**src/hdl/nir_pkg.sv**
```systemverilog
// ----------------------------------------------------------------------------
// nir_pkg - shared types and helpers for the pulse-distance IR transmitter
// Holds the phase and item types, the register map and the phase
// resolution that skips marks and spaces of zero length.
// ----------------------------------------------------------------------------
package nir_pkg;

  localparam int CountWidth = 16;
  localparam int QueueDepth = 2;
  localparam int QueuePtrW  = $clog2(QueueDepth);
  localparam int QueueCntW  = $clog2(QueueDepth + 1);

  typedef logic [CountWidth-1:0] count_t;

  typedef enum logic [2:0] {
    PH_IDLE       = 3'd0,
    PH_LEAD_MARK  = 3'd1,
    PH_LEAD_SPACE = 3'd2,
    PH_BIT_MARK   = 3'd3,
    PH_BIT_SPACE  = 3'd4,
    PH_END_MARK   = 3'd5
  } phase_e;

  typedef enum logic {
    KIND_TICK = 1'b0,
    KIND_LOAD = 1'b1
  } kind_e;

  typedef enum logic [2:0] {
    CFG_HALF_PERIOD = 3'd0,
    CFG_LEAD_BURST  = 3'd1,
    CFG_LEAD_SPACE  = 3'd2,
    CFG_BIT_BURST   = 3'd3,
    CFG_ONE_SPACE   = 3'd4,
    CFG_ZERO_SPACE  = 3'd5
  } cfg_idx_e;

  typedef struct packed {
    kind_e       kind;
    logic [7:0]  data_byte;
    logic        with_lead;
    logic        with_end;
  } cmd_t;

  typedef struct packed {
    logic [7:0]  half_period;
    logic [15:0] lead_burst;
    logic [15:0] lead_space;
    logic [15:0] bit_burst;
    logic [15:0] one_space;
    logic [15:0] zero_space;
  } cfg_t;

  // Non-zero flags of the lengths after truncation to the counter width
  typedef struct packed {
    logic lead_burst;
    logic lead_space;
    logic bit_burst;
    logic one_space;
    logic zero_space;
  } nz_t;

  typedef struct packed {
    phase_e     phase;
    logic [2:0] bit_index;
  } pos_t;

  typedef struct packed {
    logic led_level;
    logic busy_res;
    logic byte_done;
    logic accepted;
  } res_t;

  // Phase that follows the one that has just run out
  function automatic pos_t nir_succ(phase_e ph, logic [2:0] idx, logic end_pending);
    pos_t r;
    r.bit_index = idx;
    case (ph)
      PH_LEAD_MARK:  r.phase = PH_LEAD_SPACE;
      PH_LEAD_SPACE: r.phase = PH_BIT_MARK;
      PH_BIT_MARK:   r.phase = PH_BIT_SPACE;
      PH_BIT_SPACE: begin
        if (idx != 3'd0) begin
          r.phase     = PH_BIT_MARK;
          r.bit_index = idx - 3'd1;
        end else begin
          r.phase = end_pending ? PH_END_MARK : PH_IDLE;
        end
      end
      default:       r.phase = PH_IDLE;
    endcase
    return r;
  endfunction

  // Advance from a start phase past every phase of zero length
  function automatic pos_t nir_resolve(pos_t start, logic [7:0] byte_v,
                                       logic end_pending, nz_t nz);
    phase_e     ph;
    logic [2:0] i;
    logic [7:0] live;
    logic       found;
    logic [2:0] j;
    pos_t       r;
    ph    = start.phase;
    i     = start.bit_index;
    found = 1'b0;
    j     = 3'd0;
    // spaces of non-zero length, one flag per bit position
    live  = (byte_v & {8{nz.one_space}}) | (~byte_v & {8{nz.zero_space}});
    if (ph == PH_LEAD_MARK && !nz.lead_burst) ph = PH_LEAD_SPACE;
    if (ph == PH_LEAD_SPACE && !nz.lead_space) ph = PH_BIT_MARK;
    if (ph == PH_BIT_SPACE && !live[i]) begin
      if (i == 3'd0) begin
        ph = PH_END_MARK;
      end else begin
        ph = PH_BIT_MARK;
        i  = i - 3'd1;
      end
    end
    if (ph == PH_BIT_MARK && !nz.bit_burst) begin
      // marks are empty: jump to the highest remaining bit with a space
      for (int k = 0; k < 8; k++) begin
        if (live[k] && (3'(k) <= i)) begin
          found = 1'b1;
          j     = 3'(k);
        end
      end
      if (found) begin
        ph = PH_BIT_SPACE;
        i  = j;
      end else begin
        ph = PH_END_MARK;
      end
    end
    if (ph == PH_END_MARK && !(end_pending && nz.bit_burst)) ph = PH_IDLE;
    r.phase     = ph;
    r.bit_index = i;
    return r;
  endfunction

endpackage

```
**src/hdl/nir_front.sv**
```systemverilog
// ----------------------------------------------------------------------------
// nir_front - item intake and command queue
// Accepts input items, classifies them as tick or load and holds them in a
// short queue for the sequencer.
// ----------------------------------------------------------------------------
module nir_front (
  input  logic          clk_i,
  input  logic          rst_ni,
  input  logic          in_valid_i,
  output logic          in_stall_o,
  input  logic          operation_i,
  input  logic [7:0]    data_byte_i,
  input  logic          with_lead_i,
  input  logic          with_end_i,
  output logic          cmd_valid_o,
  output nir_pkg::cmd_t cmd_o,
  input  logic          cmd_pop_i
);
  import nir_pkg::*;

  cmd_t                 slot_q [QueueDepth];
  logic [QueuePtrW-1:0] wr_q, wr_d;
  logic [QueuePtrW-1:0] rd_q, rd_d;
  logic [QueueCntW-1:0] count_q, count_d;
  logic                 push;
  logic                 pop;
  cmd_t                 cmd_in;

  assign in_stall_o  = (count_q == QueueCntW'(QueueDepth));
  assign push        = in_valid_i && !in_stall_o;
  assign cmd_valid_o = (count_q != '0);
  assign pop         = cmd_pop_i && cmd_valid_o;
  assign cmd_o       = slot_q[rd_q];

  always_comb begin
    cmd_in.kind      = operation_i ? KIND_LOAD : KIND_TICK;
    cmd_in.data_byte = data_byte_i;
    cmd_in.with_lead = with_lead_i;
    cmd_in.with_end  = with_end_i;
  end

  always_comb begin
    wr_d    = wr_q;
    rd_d    = rd_q;
    count_d = count_q;
    if (push) begin
      wr_d = (wr_q == QueuePtrW'(QueueDepth - 1)) ? '0 : wr_q + 1'b1;
    end
    if (pop) begin
      rd_d = (rd_q == QueuePtrW'(QueueDepth - 1)) ? '0 : rd_q + 1'b1;
    end
    if (push && !pop) begin
      count_d = count_q + 1'b1;
    end else if (pop && !push) begin
      count_d = count_q - 1'b1;
    end
  end

  always_ff @(posedge clk_i or negedge rst_ni) begin
    if (!rst_ni) begin
      wr_q    <= '0;
      rd_q    <= '0;
      count_q <= '0;
    end else begin
      wr_q    <= wr_d;
      rd_q    <= rd_d;
      count_q <= count_d;
    end
  end

  always_ff @(posedge clk_i) begin
    if (push) begin
      slot_q[wr_q] <= cmd_in;
    end
  end

endmodule

```
**src/hdl/nir_back.sv**
```systemverilog
// ----------------------------------------------------------------------------
// nir_back - waveform sequencer and result register
// Steps the lead, bit and end phases on each tick, counts carrier cycles
// and half periods, and registers one result per item.
// ----------------------------------------------------------------------------
module nir_back (
  input  logic          clk_i,
  input  logic          rst_ni,
  input  nir_pkg::cfg_t cfg_i,
  input  logic          cmd_valid_i,
  input  nir_pkg::cmd_t cmd_i,
  output logic          cmd_pop_o,
  input  logic          out_stall_i,
  output logic          out_valid_o,
  output nir_pkg::res_t res_o
);
  import nir_pkg::*;

  phase_e     phase_q, phase_d;
  logic [7:0] shift_q, shift_d;
  logic [2:0] idx_q, idx_d;
  count_t     cycles_q, cycles_d;
  count_t     ticks_q, ticks_d;
  logic       ch_q, ch_d;
  logic       endp_q, endp_d;
  logic       out_valid_q;
  res_t       res_q, res_d;

  nz_t        nz;
  count_t     half;
  count_t     ticks_dec;
  count_t     cycles_dec;
  logic       mark;
  logic       is_load;
  logic       load_take;
  logic [7:0] byte_w;
  logic       endp_w;
  pos_t       start;
  pos_t       pos;

  assign cmd_pop_o   = cmd_valid_i && (!out_valid_q || !out_stall_i);
  assign out_valid_o = out_valid_q;
  assign res_o       = res_q;

  assign nz.lead_burst = (CountWidth'(cfg_i.lead_burst) != '0);
  assign nz.lead_space = (CountWidth'(cfg_i.lead_space) != '0);
  assign nz.bit_burst  = (CountWidth'(cfg_i.bit_burst) != '0);
  assign nz.one_space  = (CountWidth'(cfg_i.one_space) != '0);
  assign nz.zero_space = (CountWidth'(cfg_i.zero_space) != '0);

  assign half       = (cfg_i.half_period == 8'd0) ? count_t'(1)
                                                  : CountWidth'(cfg_i.half_period);
  assign ticks_dec  = ticks_q - 1'b1;
  assign cycles_dec = cycles_q - 1'b1;
  assign mark       = (phase_q == PH_LEAD_MARK) || (phase_q == PH_BIT_MARK) ||
                      (phase_q == PH_END_MARK);
  assign is_load    = (cmd_i.kind == KIND_LOAD);
  assign load_take  = is_load && (phase_q == PH_IDLE);
  assign byte_w     = is_load ? cmd_i.data_byte : shift_q;
  assign endp_w     = is_load ? cmd_i.with_end : endp_q;

  // Where a fresh phase search begins: a new load, or past the current phase
  always_comb begin
    if (is_load) begin
      start.phase     = cmd_i.with_lead ? PH_LEAD_MARK : PH_BIT_MARK;
      start.bit_index = 3'd7;
    end else begin
      start = nir_succ(phase_q, idx_q, endp_q);
    end
  end

  assign pos = nir_resolve(start, byte_w, endp_w, nz);

  // Next state
  always_comb begin
    phase_d  = phase_q;
    shift_d  = shift_q;
    idx_d    = idx_q;
    cycles_d = cycles_q;
    ticks_d  = ticks_q;
    ch_d     = ch_q;
    endp_d   = endp_q;
    if (cmd_pop_o) begin
      if (is_load) begin
        if (load_take) begin
          shift_d = cmd_i.data_byte;
          endp_d  = cmd_i.with_end;
          phase_d = pos.phase;
          idx_d   = pos.bit_index;
        end
      end else if (phase_q != PH_IDLE) begin
        ticks_d = ticks_dec;
        if (ticks_dec == '0) begin
          if (mark && ch_q) begin
            ch_d    = 1'b0;
            ticks_d = half;
          end else if (mark && (cycles_dec != '0)) begin
            cycles_d = cycles_dec;
            ch_d     = 1'b1;
            ticks_d  = half;
          end else begin
            phase_d = pos.phase;
            idx_d   = pos.bit_index;
          end
        end
      end
      // Load the counters of a newly entered phase
      if (phase_d != phase_q || idx_d != idx_q || load_take) begin
        case (phase_d)
          PH_LEAD_MARK: begin
            cycles_d = CountWidth'(cfg_i.lead_burst);
            ch_d     = 1'b1;
            ticks_d  = half;
          end
          PH_BIT_MARK, PH_END_MARK: begin
            cycles_d = CountWidth'(cfg_i.bit_burst);
            ch_d     = 1'b1;
            ticks_d  = half;
          end
          PH_LEAD_SPACE: begin
            ch_d    = 1'b0;
            ticks_d = CountWidth'(cfg_i.lead_space);
          end
          PH_BIT_SPACE: begin
            ch_d    = 1'b0;
            ticks_d = byte_w[idx_d] ? CountWidth'(cfg_i.one_space)
                                    : CountWidth'(cfg_i.zero_space);
          end
          default: begin
            ch_d     = 1'b0;
            cycles_d = '0;
            ticks_d  = '0;
          end
        endcase
      end
    end
  end

  // Result of the item in hand
  always_comb begin
    res_d.led_level = mark && ch_q;
    res_d.busy_res  = (phase_d != PH_IDLE);
    res_d.byte_done = (load_take || (!is_load && phase_q != PH_IDLE)) &&
                      (phase_d == PH_IDLE);
    res_d.accepted  = load_take;
  end

  always_ff @(posedge clk_i or negedge rst_ni) begin
    if (!rst_ni) begin
      phase_q     <= PH_IDLE;
      shift_q     <= '0;
      idx_q       <= 3'd7;
      cycles_q    <= '0;
      ticks_q     <= '0;
      ch_q        <= 1'b0;
      endp_q      <= 1'b0;
      out_valid_q <= 1'b0;
    end else begin
      phase_q  <= phase_d;
      shift_q  <= shift_d;
      idx_q    <= idx_d;
      cycles_q <= cycles_d;
      ticks_q  <= ticks_d;
      ch_q     <= ch_d;
      endp_q   <= endp_d;
      if (cmd_pop_o) begin
        out_valid_q <= 1'b1;
      end else if (!out_stall_i) begin
        out_valid_q <= 1'b0;
      end
    end
  end

  always_ff @(posedge clk_i) begin
    if (cmd_pop_o) begin
      res_q <= res_d;
    end
  end

endmodule

```
**src/hdl/nec_ir_transmitter.sv**
```systemverilog
// ----------------------------------------------------------------------------
// nec_ir_transmitter - pulse-distance infrared transmitter
// Drives an IR LED level from one-microsecond tick items and byte loads.
// ----------------------------------------------------------------------------
// Each input item is either a one-microsecond tick or a byte load, and each
// item yields exactly one result: the LED level for that tick, busy, a done
// pulse on the tick that ends the sequence, and on a load whether the byte
// was taken (a load is refused while a sequence is running). A loaded byte
// goes out as an optional lead mark and space, eight bits MSB first (carrier
// mark, then a long space for a one and a short space for a zero), and an
// optional end mark. Marks or spaces programmed to zero length are skipped
// at once, so a load whose every part is empty reports done straight away.
// Throughput is one item per clock cycle unless out_stall_i holds back a
// pending result; the sequencer takes an item whatever the phase. A result
// is offered once its item has passed a slot of the two-entry command queue
// and the result register, written as the item leaves the queue. Write the
// configuration only while no item is in flight, since the sequencer reads
// the registers live; cfg_ready_o is always high.
// ----------------------------------------------------------------------------
module nec_ir_transmitter (
  input  logic        clk_i,
  input  logic        rst_ni,
  // input items
  input  logic        in_valid_i,
  output logic        in_stall_o,
  input  logic        operation_i,
  input  logic [7:0]  data_byte_i,
  input  logic        with_lead_i,
  input  logic        with_end_i,
  // result items
  output logic        out_valid_o,
  input  logic        out_stall_i,
  output logic        led_level_o,
  output logic        busy_res_o,
  output logic        byte_done_o,
  output logic        accepted_o,
  // register writes
  input  logic        cfg_valid_i,
  output logic        cfg_ready_o,
  input  logic [2:0]  cfg_index_i,
  input  logic [15:0] cfg_data_i
);
  import nir_pkg::*;

  cfg_t cfg_q;
  logic cmd_valid;
  cmd_t cmd;
  logic cmd_pop;
  res_t res;

  assign cfg_ready_o = 1'b1;

  // Register file: take a write whenever it arrives, drop unknown indexes
  always_ff @(posedge clk_i or negedge rst_ni) begin
    if (!rst_ni) begin
      cfg_q.half_period <= 8'd13;
      cfg_q.lead_burst  <= 16'd321;
      cfg_q.lead_space  <= 16'd4500;
      cfg_q.bit_burst   <= 16'd20;
      cfg_q.one_space   <= 16'd1690;
      cfg_q.zero_space  <= 16'd560;
    end else if (cfg_valid_i && cfg_ready_o) begin
      case (cfg_index_i)
        CFG_HALF_PERIOD: cfg_q.half_period <= cfg_data_i[7:0];
        CFG_LEAD_BURST:  cfg_q.lead_burst  <= cfg_data_i;
        CFG_LEAD_SPACE:  cfg_q.lead_space  <= cfg_data_i;
        CFG_BIT_BURST:   cfg_q.bit_burst   <= cfg_data_i;
        CFG_ONE_SPACE:   cfg_q.one_space   <= cfg_data_i;
        CFG_ZERO_SPACE:  cfg_q.zero_space  <= cfg_data_i;
        default: ;
      endcase
    end
  end

  // Intake: classify items and hold them until the sequencer is free
  nir_front u_front (
    .clk_i       (clk_i),
    .rst_ni      (rst_ni),
    .in_valid_i  (in_valid_i),
    .in_stall_o  (in_stall_o),
    .operation_i (operation_i),
    .data_byte_i (data_byte_i),
    .with_lead_i (with_lead_i),
    .with_end_i  (with_end_i),
    .cmd_valid_o (cmd_valid),
    .cmd_o       (cmd),
    .cmd_pop_i   (cmd_pop)
  );

  // Sequencer: advance the waveform one item per cycle unless the result output stalls, and register results
  nir_back u_back (
    .clk_i       (clk_i),
    .rst_ni      (rst_ni),
    .cfg_i       (cfg_q),
    .cmd_valid_i (cmd_valid),
    .cmd_i       (cmd),
    .cmd_pop_o   (cmd_pop),
    .out_stall_i (out_stall_i),
    .out_valid_o (out_valid_o),
    .res_o       (res)
  );

  assign led_level_o = res.led_level;
  assign busy_res_o  = res.busy_res;
  assign byte_done_o = res.byte_done;
  assign accepted_o  = res.accepted;

endmodule
```
**config.mk**
```make
export PLATFORM = sky130hd
export DESIGN_NAME = nec_ir_transmitter
export DESIGN_NICKNAME = d
export VERILOG_FILES = /design/src/hdl/nir_pkg.sv /design/src/hdl/nir_front.sv /design/src/hdl/nir_back.sv /design/src/hdl/nec_ir_transmitter.sv
export SDC_FILE = /design/constraint.sdc
export NUM_CORES = 1
export LEC_CHECK = 0
export ABC_AREA = 1
export BUFFER_PORTS_ARGS = -buffer_cell sky130_fd_sc_hd__clkbuf_2
export CORE_MARGIN = 8
export CORE_UTILIZATION = 30
export CTS_BUF_LIST = sky130_fd_sc_hd__clkbuf_2
export CTS_CLUSTER_SIZE = 30
export DETAILED_ROUTE_END_ITERATION = 10
export GPL_TIMING_DRIVEN = 0
export PLACE_DENSITY_LB_ADDON = 0.05
export SLEW_MARGIN = 20
export SYNTH_ARGS = -nofsm -noshare
export SYNTH_HDL_FRONTEND = slang
export SYNTH_HIERARCHICAL = 1
export SYNTH_SLANG_ARGS = --single-unit
```
**constraint.sdc**
```tcl
create_clock -name clk_i -period 7.1 [get_ports clk_i]
set_input_delay 0.355 -clock clk_i [delete_from_list [all_inputs] [get_ports clk_i]]
set_output_delay 0.355 -clock clk_i [all_outputs]
set_load 0.005 [all_outputs]
```
==> results of run 1 <==
power by group:
part / internal [W] / switching [W] / total, W
clock network: 0.000167 / 0.000373 / 0.000540
registers: 0.00130 / 0.000265 / 0.00156
logic: 0.000993 / 0.00204 / 0.00304
stage by stage:
step           power (W)    util  setup slack (ns)  hold WS [ns]  area (sq um)
5_1_grt         0.005666  0.3473             1.320       0.05058         11970
4_1_cts         0.005190  0.3472             1.900      0.001848         11970
6_report        0.005137  0.3473             1.881       0.07930         11970
3_5_place_dp    0.004596  0.3275             1.947        0.4313         11290
2_1_floorplan   0.003747       -             3.049       0.05941         10480
3_3_place_gp    0.004592  0.3265             1.993        0.4601         11250
cell usage after synthesis (9+ instances only):
cell type / n
dfstp_2: 25
clkbuf_1: 9
a21oi_2: 12
nor2_1: 94
nor2_4: 20
buf_2: 28
o21ai_0: 40
ha_1: 10
edfxtp_1: 26
nand4_1: 16
inv_2: 24
a22oi_1: 23
a21oi_1: 43
nor4_1: 12
inv_1: 124
xor2_1: 19
o21ai_1: 11
nand3_1: 171
nand2_1: 537
dfrtp_1: 116
nand2_2: 23
per-layer routing:
metal | wire length (um) | up-vias | track usage
met4 | 311 | 0 | 0.03626
li1 | - | 4911 | -
met1 | 17730 | 4442 | 0.2459
met5 | 0 | - | 0
met3 | 1020 | 19 | 0.02311
met2 | 14540 | 155 | 0.2535
sequential cells by signal (all words and copies together) (netlist names), 2 cells and up:
register         flops
u_back/ticks_q      16
u_back/cycles_q     16
u_back/shift_q       8
u_back/phase_q       3
u_back/idx_q         3
cfg_q               88
u_front/slot_q      22
u_back/res_o         4
u_front/count_q      2
placed cells by master (no fill, tap or decap), types with 6 or more instances in the layout:
cell type,netlist,layout
a21oi_1,43,43
a21oi_2,12,12
a22oi_1,23,23
buf_2,28,28
buf_4,6,6
clkbuf_1,9,9
clkbuf_2,0,57
dfrtp_1,116,116
dfstp_2,25,25
dlygate4sd3_1,0,44
edfxtp_1,26,26
ha_1,10,10
inv_1,124,124
inv_2,24,24
nand2_1,537,537
nand2_2,23,23
nand3_1,171,171
nand3_2,7,7
nand4_1,16,16
nor2_1,94,94
nor2_2,6,6
nor2_4,20,20
nor3_1,7,7
nor4_1,12,12
o21ai_0,40,40
o21ai_1,11,11
xnor2_1,6,6
xor2_1,19,19
path summary, 6_finish.rpt:
kind / startpoint / end / slack [ns] / cells after the start
min reg2reg: cfg_q[80] / cfg_q[80] / 0.49 / 2
max: u_front/rd_q / u_back/ticks_q[6] / 1.88 / 33
max in group asynchronous: rst_ni / u_back/idx_q[2] / 6.11 / 3
min in group clk_i: data_byte_i[3] / u_front/slot_q[1][5] / 0.28 / 2
min: rst_ni / u_back/shift_q[2] / 0.08 / 2
max reg2reg: u_front/rd_q / u_back/ticks_q[6] / 1.88 / 33
cell families (layout without fill, tap and decap cells):
logic type,after synthesis,after routing,synth area share
flip-flops,167,167,0.4142
buffers and inverters,199,316,0.07951
AO/OA/AOI/OAI,142,142,0.08107
XOR/XNOR,26,26,0.02245
adder cells (fa/ha/maj),10,10,0.01194
AND/OR/NAND/NOR,913,913,0.3905
other,1,2,0.0003578
layout make-up:
cell class / count / area (sq um)
inverters: 152 / 573.1
multi-input cells: 1092 / 5306
diodes: 1 / 2.502
well taps: 455 / 569.3
plain buffers: 47 / 260.3
repair buffers: 85 / 676.9
clock inverters: 14 / 148.9
clock buffers: 18 / 90.09
fillers: 3771 / 22490
flip-flops and latches: 167 / 4340
critical path, delay by kind of cell (launching register included):
kind            cells  cell delay (ns)
simple gates       22             2.94
compound gates      3             0.31
flops               1             0.48
buf+inv             8             1.46
what timing repair did:
action | in CTS | in global routing
setup endpoints to repair | 0 | 0
gates resized for setup | 0 | 0
hold buffers | 44 | 0
endpoints found under the hold margin | 240 | 0
==> results.sh, run 1 <==
export IMPL_status="completed"
export IMPL_post_cts_buffers=0
export IMPL_cts_buffer_depth=2
export IMPL_fmax_mhz=191.6
export IMPL_cts_sinks=167
export IMPL_worstSetupStartpointType="register"
export IMPL_vdd_drop_max_v=0.0001428
export IMPL_async_flop_share=0.8443
export IMPL_end_kind="register"
export IMPL_die_x_um=202.9
export IMPL_critPathKind="reg -> reg"
export IMPL_yosys_most_used_dff="dfrtp_1"
export IMPL_critPathArrivalTime_ns=5.99
export IMPL_overflow=0
export IMPL_finalCritPeriodShare=0.7351
export IMPL_dr_total_vias=9527
export IMPL_rsz0062_at_grt="no"
export IMPL_yosys_area_top_type="dfrtp_1"
export IMPL_slew_limit_headroom=0.3160
export IMPL_hpwl_um=25980
export IMPL_synth_top_cell_area_share=0.2770
export IMPL_worst_slew_pin_slew_ns=1.022
export IMPL_viasPerCell=4.691
export IMPL_synthCells=1458
export IMPL_power_density_nw_per_um2=429.2
export IMPL_drc=0
export IMPL_nNetsFinal=1607
export IMPL_ys_warn_count=6
export IMPL_grt_first_pass_wirelength_um=53720
export IMPL_maxSlewViolCount=0
export IMPL_hold_viol_final=0
export IMPL_p_leak_nw=5.890
export IMPL_io_pins=42
export IMPL_setup_viol=0
export IMPL_setup_tns_final_ns=0
export IMPL_maxCapViolCount=0
export IMPL_rows=68
export IMPL_area_growth_pct=14.20
export IMPL_syn_avg_cell_area_sq_um=7.188
export IMPL_drive_gt1_frac=0.1530
export IMPL_place_congestion=0.8291
export IMPL_coreArea_sq_um=34460
export IMPL_antenna_found_initial=1
export IMPL_clk_pin_slew_ns=0.27
export IMPL_place_inst=1954
export IMPL_wl_um=33610
export IMPL_drt_iter0_markers=711
export IMPL_htreeDepth=4
export IMPL_wire_per_inst_um=16.55
export IMPL_clock_latency_ns=0.81
export IMPL_cts_buffers=17
export IMPL_yosysSeqAreaShare=0.4142
export IMPL_io_buffers=40
export IMPL_antenna_left=0
export IMPL_period_needed_ns=5.219
export IMPL_synth_seq_cells=167
export IMPL_grt_max_degree=75
export IMPL_cts_tree="done"
export IMPL_first_pass_iters=5
export IMPL_path_max_fanout=10
export IMPL_crit_path_top_delay_cell="nor2_1"
export IMPL_min_path_type="in -> async"
export IMPL_die_h_um=202.9
export IMPL_final_cells=2031
export IMPL_yosys_top_cells_area="dfrtp_1 (28%), nand2_1 (19%), nand3_1 (8.2%), edfxtp_1 (7.4%), dfstp_2 (6.3%)"
export IMPL_max_stage_delay_ns=0.60
export IMPL_grt_pass1_vias=9285
export IMPL_critPathRequiredTime_ns=7.87
export IMPL_fin_skew_ns=0.05719
export IMPL_grt_usage=0.1664
export IMPL_fp_dieArea_sq_um=41170
export IMPL_start_util=0.3041
export IMPL_crit_top_cell="nand2_1"
export IMPL_netlist_area_sq_um=10480
export IMPL_syn_nets=1503
export IMPL_synth_edf_count=26
export IMPL_clk_root_buffer_cell="clkbuf_2"
export IMPL_ys_types=50
Power figures use the tool's default switching activity.
==> run 2: changes to the inputs <==
==> constraint.sdc (replaced) <==
create_clock -name clk_i -period 5.2 [get_ports clk_i]
set_input_delay 0.26 -clock clk_i [delete_from_list [all_inputs] [get_ports clk_i]]
set_output_delay 0.26 -clock clk_i [all_outputs]
set_load 0.005 [all_outputs]
==> results.sh, run 2 (synthesized netlist as in run 1, its figures left out) <==
export IMPL_fin_area_sq_um=12090
export IMPL_dr_total_vias=9522
export IMPL_dpl_cell_area_sq_um=11290
export IMPL_cts_buffer_depth=2
export IMPL_cts_tree="done"
export IMPL_grt_pass1_vias=9316
export IMPL_area_growth_pct=15.38
export IMPL_fmax_mhz=207.9
export IMPL_grt_usage=0.1679
export IMPL_rows=68
export IMPL_antenna_found_initial=1
export IMPL_coreArea_sq_um=34460
export IMPL_hold_viol_final=0
export IMPL_critPathRequiredTime_ns=5.98
export IMPL_p_leak_nw=5.933
export IMPL_fin_skew_ns=0.06235
export IMPL_grt_first_pass_wirelength_um=54100
export IMPL_viasPerCell=4.679
export IMPL_nNetsFinal=1611
export IMPL_clk_root_buffer_cell="clkbuf_2"
export IMPL_power_density_nw_per_um2=588.3
export IMPL_setup_viol=0
export IMPL_drive_gt1_frac=0.1577
export IMPL_maxCapViolCount=0
export IMPL_place_congestion=0.8291
export IMPL_drt_met1_wl_um=17850
export IMPL_period_needed_ns=4.810
export IMPL_nFillCells=3759
export IMPL_largest_reg_flops=88
export IMPL_most_common_layout_cells="nand2_1 (536), nand3_1 (171), inv_1 (124)"
export IMPL_dr_wl_met2_um=14840
export IMPL_hpwl_um=25980
export IMPL_drc=0
export IMPL_max_stage_delay_ns=0.50
export IMPL_io_pins=42
export IMPL_grt_max_degree=69
export IMPL_worst_slew_pin_slew_ns=1.017
export IMPL_cts_buffers=17
export IMPL_rsz0062_at_grt="no"
export IMPL_wl_met3_um=1081
export IMPL_worst_slack_ns=0.3901
export IMPL_vdd_drop_max_v=0.0001942
export IMPL_status="completed"
export IMPL_finalCritPeriodShare=0.9250
export IMPL_first_pass_iters=5
export IMPL_antenna_left=0
export IMPL_die_h_um=202.9
export IMPL_end_kind="register"
export IMPL_clk_pin_slew_ns=0.27
export IMPL_slew_limit_headroom=0.3192
export IMPL_crit_path_top_delay_cell="dfrtp_2"
export IMPL_dpl_worst_slack_ns=0.04699
export IMPL_start_util=0.3041
export IMPL_clock_latency_ns=0.82
export IMPL_largest_register="cfg_q"
export IMPL_worstSetupStartpointType="register"
export IMPL_largestRegisters="cfg_q x88, u_front/slot_q x22"
export IMPL_crit_top_cell="nand2_1"
export IMPL_critPathArrivalTime_ns=5.59
export IMPL_maxSlewViolCount=0
export IMPL_htreeDepth=4
export IMPL_setup_tns_final_ns=0
export IMPL_critPathKind="reg -> reg"
export IMPL_layout_commonest_cell="nand2_1"
export IMPL_overflow=0
export IMPL_wl_um=34070
export IMPL_drt_iter0_markers=793
export IMPL_die_x_um=202.9
export IMPL_fp_dieArea_sq_um=41170
export IMPL_io_buffers=40
export IMPL_min_path_type="in -> reg"
export IMPL_utilization=0.3509
export IMPL_highest_layer="met4"
export IMPL_path_max_fanout=10
export IMPL_wire_per_inst_um=16.74
export IMPL_fin_hold_ws_ns=0.1846
export IMPL_cts_sinks=167
[run 2: what timing repair did]
action | CTS | global route
gates resized for setup | 1 | 17
hold buffers | 48 | 0
pin swaps | 0 | 1
setup buffers | 0 | 1
setup endpoints to repair | 1 | 33
endpoints found under the hold margin | 253 | 0
[run 2: layout make-up]
cell class	instances	area (sq um)	area share
repair buffers	90	742.0	0.06136
multi-input cells	1092	5355	0.4429
flip-flops and latches	167	4342	0.3591
diodes	1	2.502	0.0002070
well taps	455	569.3	0.04708
inverters	152	575.6	0.04760
clock buffers	18	90.09	0.007450
plain buffers	46	266.5	0.02204
clock inverters	14	148.9	0.01231
[run 2: power by group]
part / switching, W / leakage (nW) / total, W / internal [W]
Combinational: 0.00283 / 3.84 / 0.00424 / 0.00140
Clock: 0.000513 / 0.143 / 0.000741 / 0.000229
Sequential: 0.000364 / 1.95 / 0.00213 / 0.00177
Total: 0.00371 / 5.93 / 0.00711 / 0.00340
[run 2: through the flow]
stage / instances / total power [W]
final: 2035 / 0.007114
after CTS: 2034 / 0.007098
after global routing: 2035 / 0.007827
after floorplan: 1458 / 0.005116
after global placement: 1953 / 0.006270
after detailed placement: 1954 / 0.006275
[run 2: path summary, 6_finish.rpt]
path	start	endpoint	slack, ns	depth (start not counted)
max	u_front/rd_q	u_back/ticks_q[9]	0.39	36
min	data_byte_i[3]	u_front/slot_q[1][5]	0.18	2
max reg2reg	u_front/rd_q	u_back/ticks_q[9]	0.39	36
min reg2reg	cfg_q[80]	cfg_q[80]	0.49	2
max in group asynchronous	rst_ni	u_back/idx_q[2]	4.10	4
min in group asynchronous	rst_ni	cfg_q[82]	0.63	3
[run 2: critical path: cells and delay by family (launching register included)]
family	cells	cell delay, ns
simple gates	23	2.54
buf+inv	9	1.22
flops	1	0.50
compound gates	2	0.21
fa+ha+maj	1	0.16
xor+xnor	1	0.16
[run 2: layer usage]
| metal | track usage | vias to the layer above |
|---|---|---|
| met1 | 0.2484 | 4429 |
| met2 | 0.2559 | 156 |
| met3 | 0.02311 | 17 |
| li1 | - | 4920 |
| met5 | 0 | - |
| met4 | 0.03626 | 0 |
